--- config.mk ---
export PLATFORM = sky130hd
export DESIGN_NAME = fcmb_ctrl
export DESIGN_NICKNAME = d
export VERILOG_FILES = /design/src/rtl/fcmb_pkg.sv /design/src/rtl/fcmb_ctrl.sv
export SDC_FILE = /design/constraint.sdc
export NUM_CORES = 1
export LEC_CHECK = 0
export CAP_MARGIN = 40
export CORE_AREA = 2 2 39 41
export CTS_CLUSTER_DIAMETER = 100
export CTS_CLUSTER_SIZE = 25
export DETAILED_ROUTE_END_ITERATION = 10
export DIE_AREA = 0 0 41 43
export DONT_BUFFER_PORTS = 1
export HOLD_SLACK_MARGIN = 0.05
export RECOVER_POWER = 25
export SLEW_MARGIN = 20
export SYNTH_ARGS = -nofsm -noshare
export SYNTH_HDL_FRONTEND = slang
export SYNTH_SLANG_ARGS = --single-unit
--- constraint.sdc ---
create_clock -name clk -period 2.3 [get_ports clk]
set_input_delay 0.115 -clock clk [delete_from_list [all_inputs] [get_ports clk]]
set_output_delay 0.115 -clock clk [all_outputs]
set_load 0.1 [all_outputs]
--- src/rtl/fcmb_pkg.sv ---
package fcmb_pkg;

    localparam int DEPTH_DEFAULT    = 256;
    localparam int KEY_BITS_DEFAULT = 64;

    // Field widths of the channels and the configuration port.
    localparam int LOOKUP_KEY_W = 64;
    localparam int STATUS_W     = 2;
    localparam int SLOT_W       = 8;
    localparam int DROPPED_W    = 8;
    localparam int MPT_W        = 8;
    localparam int KEEP_LIMIT_W = 9;
    localparam int CFG_DATA_W   = 9;
    localparam int CFG_INDEX_W  = 1;

    localparam logic [MPT_W-1:0] MPT_RESET        = 8'd4;
    localparam int               KEEP_LIMIT_RESET = 256;

    localparam logic [CFG_INDEX_W-1:0] REG_MISSES_PER_TURN = 1'b0;
    localparam logic [CFG_INDEX_W-1:0] REG_KEEP_LIMIT      = 1'b1;

    typedef enum logic [STATUS_W-1:0] {
        STAT_TURN  = 2'd0,
        STAT_HIT   = 2'd1,
        STAT_FILL  = 2'd2,
        STAT_DEFER = 2'd3
    } status_t;

    typedef struct packed {
        logic accept;
        logic scan;
        logic hit_take;
        logic defer;
        logic drop;
        logic write;
        logic load_out;
    } fcmb_cmd_t;

    typedef struct packed {
        logic in_mode;
        logic hit;
        logic scan_done;
        logic over_budget;
    } fcmb_sts_t;

endpackage

--- src/rtl/fcmb_ctrl.sv ---
module fcmb_ctrl (
    input  logic                clk,
    input  logic                rst_n,
    input  logic                req_valid,
    output logic                req_ready,
    output logic                rsp_valid,
    input  logic                rsp_ready,
    input  fcmb_pkg::fcmb_sts_t sts,
    output fcmb_pkg::fcmb_cmd_t cmd
);

    typedef enum logic [3:0] {
        S_IDLE = 4'b0001,
        S_SCAN = 4'b0010,
        S_FILL = 4'b0100,
        S_RESP = 4'b1000
    } state_t;

    state_t state_reg;
    state_t state_next;
    logic   out_valid_reg;
    logic   out_valid_next;

    always_comb
    begin
        state_next   = state_reg;
        cmd          = '0;
        cmd.accept   = (state_reg == S_IDLE) && req_valid;
        cmd.scan     = (state_reg == S_SCAN);
        cmd.load_out = (state_reg == S_RESP) && (!out_valid_reg || rsp_ready);
        unique case (state_reg)
            S_IDLE:
            begin
                if (req_valid)
                begin
                    state_next = sts.in_mode ? S_SCAN : S_RESP;
                end
            end
            S_SCAN:
            begin
                if (sts.hit)
                begin
                    cmd.hit_take = 1'b1;
                    state_next   = S_RESP;
                end
                else if (sts.scan_done)
                begin
                    if (sts.over_budget)
                    begin
                        cmd.defer  = 1'b1;
                        state_next = S_RESP;
                    end
                    else
                    begin
                        cmd.drop   = 1'b1;
                        state_next = S_FILL;
                    end
                end
            end
            S_FILL:
            begin
                cmd.write  = 1'b1;
                state_next = S_RESP;
            end
            S_RESP:
            begin
                if (cmd.load_out)
                begin
                    state_next = S_IDLE;
                end
            end
            default:
            begin
                state_next = S_IDLE;
            end
        endcase
    end

    always_comb
    begin
        out_valid_next = out_valid_reg;
        if (cmd.load_out)
        begin
            out_valid_next = 1'b1;
        end
        else if (rsp_ready)
        begin
            out_valid_next = 1'b0;
        end
    end

    always_ff @(posedge clk or negedge rst_n)
    begin
        if (!rst_n)
        begin
            state_reg     <= S_IDLE;
            out_valid_reg <= 1'b0;
        end
        else
        begin
            state_reg     <= state_next;
            out_valid_reg <= out_valid_next;
        end
    end

    assign req_ready = (state_reg == S_IDLE);
    assign rsp_valid = out_valid_reg;

    a_hit_goes_to_resp: assert property (@(posedge clk) disable iff (!rst_n)
        (state_reg == S_SCAN && sts.hit) |=> (state_reg == S_RESP))
        else $error("hit in scan did not move to response");

    a_fill_one_cycle: assert property (@(posedge clk) disable iff (!rst_n)
        (state_reg == S_FILL) |=> (state_reg == S_RESP))
        else $error("fill did not complete in one cycle");

    a_free_slot_loaded: assert property (@(posedge clk) disable iff (!rst_n)
        (state_reg == S_RESP && !out_valid_reg) |=> out_valid_reg)
        else $error("free output register was not loaded");

endmodule

==> metrics.md <==
| Metric | Value |
|---|---|
| Crit path kind | flop to output port |
| Combinational Power Share | 60.2% |
| Tot Pwr | 0.000669 W |
| PortBufs | 0 |
| Core Region | between 1000 and 1500 um2 |
| Power per Cell Area | 1230 nW/um2 |
| Post-CTS Setup Repair Bufs | 0 |
| DR vias | 306 |
| Routed wire per std cell | 11.3 um |
| Max Clock Skew | 0.00120 ns |
| Post-route minimum period | around 1.9 ns |
| Clk buf depth | 2 |
| Grt ovf | 0 |
| VDD IR max | 431 uV |
| Status | completed |
| CTS tree | done |
| FILL cells | ~140 |
| Antenna Cells | 0 |
| Final period utilization | 81.4% |
| Residual DRC | 0 |
| DP HPWL | 574 um |
| First-pass GRT wire length | approximately 1.1 mm |
| Lkg Pwr | 0.240 nW |
| WHS | 0.0850 ns |
| H-tree depth | 1 |
| CTS Sinks | 5 |
| Initial drt markers | 0 |
| Initial antenna violation count | 0 |
| Switching part of the total | 53.3% |
| Initial DRT Pass Iterations | 1 |
| Nets | 57 |
| Die X | 41 um |
| Switching power total | 0.000357 W |
| Final hold vios | 0 |
| Slew headroom | 65.4% |
| Post-CTS sizing | 0 |
| Vias per cell | 4.78 |
| Crit path DAT | approximately 1.8 ns |
| Mapped Area | 333 um2 |
| HP Start | rsp_ready |
| Worst Setup Start Kind | flop |
| Clk_lat worst skew | 0.23 ns |
| Mean area per synthesized cell | 10.1 um2 |
| # rows | 14 |
| Crit end category | output port |
| Crit path launch | state_reg[1]$_DFFE_PN0P_ |
| Clock power frac | 14.4% |
| Top achievable clock speed | 534 MHz |
| Effective utilization at floorplan | 24.1% |
| Largest net degree at the start of global routing | 8 |
| Unique masters post-synth | 21 |
| Synthesis Warnings | 0 |
| Syn Inst Count | 33 |
| Sequential share of power | 25.4% |
| RSZ-0062 raised after global routing | false |
| Die area | between 1500 and 2000 um2 |
| Die Height | 43 um |
| Synth Register Bits | 5 |
| Syn Nets | 41 |
| Vias in the first global route | 285 |
| Required time worst endpoint | 2.18 ns |
| CP Max Fanout | 7 |
| Largest register FFs | 4 |
| R2r startpoint | state_reg[1]$_DFFE_PN0P_ |
| CP max-delay cell | and4b_2 |
| Remaining antenna violation count | 0 |
| Worst-path clk slew | roughly 0.040 ns |
| DRT Wirelength | 720 um |
| Int Pwr | 0.000313 W |
| Share of post-route cells with drive strength above 1 | a little under half |
| Area grow syn2layout | 63.2% |
| Worst Reg2Reg Path Length in Cells | 3 |
| Final instance area | 543 um2 |
| Ports | 17 |
| Cell count of the worst hold path | 2 |
| CP cell instances | nor4b_4, and4b_2 |
| Clock root buffer | clkbuf_4 |
| Placed cell area | 467 um2 |
| Crit-path max cell delay | 0.64 ns |
| Final setup viols | 0 |
| CTS buffer count | 3 |
| GPL Wtd Cong | 0.637 |
| WP buf/inv | 0 |
| Slew @ Worst Pin | 0.521 ns |
| Hold Crit Class | primary input to flop |
| CP top delay family | simple AND/OR/NAND/NOR gates |
| GRT Total Usage | 9.31% |
| Register area share after synthesis | 38.0% |
| Hold_buf cts | 5 |
| Critical path depth | 2 |
| Max cap viols | 0 |
| Final Max Tran Viols | 0 |
-- final timing paths --
path	endpoint	slack [ns]
setup / recovery	cmd[3]	0.43
hold / removal	state_reg[3]$_DFFE_PN0P_	0.09
setup reg to reg	state_reg[2]$_DFFE_PN0P_	0.51
hold reg to reg	rsp_valid$_DFFE_PN0P_	0.55
max in group asynchronous	state_reg[0]$_DFFE_PN1P_	1.88
min in group asynchronous	rsp_valid$_DFFE_PN0P_	0.17
-- layout make-up --
class | count | area [um2] | share of cell area [%]
inverters | 4 | 18.8 | 3.46
well taps | 16 | 20.0 | 3.69
multi-input cells | 23 | 235 | 43.3
flip-flops and latches | 5 | 128 | 23.5
repair buffers | 12 | 115 | 21.2
clock buffers | 4 | 26.3 | 4.84
-- power groups by stage --
stage	clock, W	sequential [W]	combinational, W
CTS	0.000102	0.000170	0.000407
global route	0.000105	0.000175	0.000420
floorplan	0	0.000185	0.000296
detailed placement	0	0.000171	0.000399
finish	0.0000963	0.000170	0.000403
global placement	0	0.000170	0.000396
-- Yosys cell counts --
library cell / instances / area [um2]
o31a_2: 2 / 20.0
and3_1: 1 / 6.26
and2_1: 1 / 6.26
a21oi_1: 1 / 5.00
xnor2_1: 1 / 8.76
or4b_1: 1 / 10.0
inv_1: 4 / 15.0
nor4bb_1: 2 / 20.0
buf_4: 1 / 7.51
nor4b_1: 2 / 17.5
mux2i_1: 1 / 10.0
or3_1: 1 / 6.26
o31ai_1: 1 / 7.51
nor2_1: 2 / 7.51
a21o_1: 1 / 7.51
o21ai_0: 2 / 10.0
dfstp_2: 1 / 26.3
and4b_1: 1 / 10.0
nor4b_4: 1 / 23.8
dfrtp_1: 4 / 100
nand2_1: 2 / 7.51
-- through the flow --
| step | setup TNS, ns | setup slack [ns] | util (%) | cells |
|---|---|---|---|---|
| after floorplan | -1.60 | -0.667 | - | 33 |
| after global placement | 0 | 0.652 | 33.7 | 55 |
| after detailed placement | 0 | 0.628 | 33.7 | 55 |
| after CTS | 0 | 0.400 | 39.2 | 64 |
| after global routing | 0 | 0.334 | 39.2 | 64 |
| final | 0 | 0.427 | 39.2 | 64 |
-- placed cells by master (no fill, tap or decap), drive strengths merged --
cell	instances
dlygate4sd3	5
or3	1
nor4b	3
buf	7
o31a	2
clkbuf	4
inv	3
a21oi	1
dfrtp	4
dfstp	1
or4b	1
and3	1
and4b	1
nand2	2
nor4bb	2
xnor2	1
clkinvlp	1
a21o	1
nor2	2
and2	1
o21ai	2
mux2i	1
o31ai	1
-- cell families after synthesis --
logic type / share of synthesized area, %
multiplexers: 3.01
XOR/XNOR: 2.63
flip-flops: 38.0
AO/OA/AOI/OAI: 15.0
AND/OR/NAND/NOR: 34.6
buffers and inverters: 6.77
-- routing by layer --
metal	global-route usage [%]	vias up	share of wire (%)
met5	0	-	0
met4	6.00	0	0
met3	0.524	0	4.6
met2	13.8	6	55
met1	12.5	146	40
li1	-	154	-
Power figures use the tool's default switching activity.
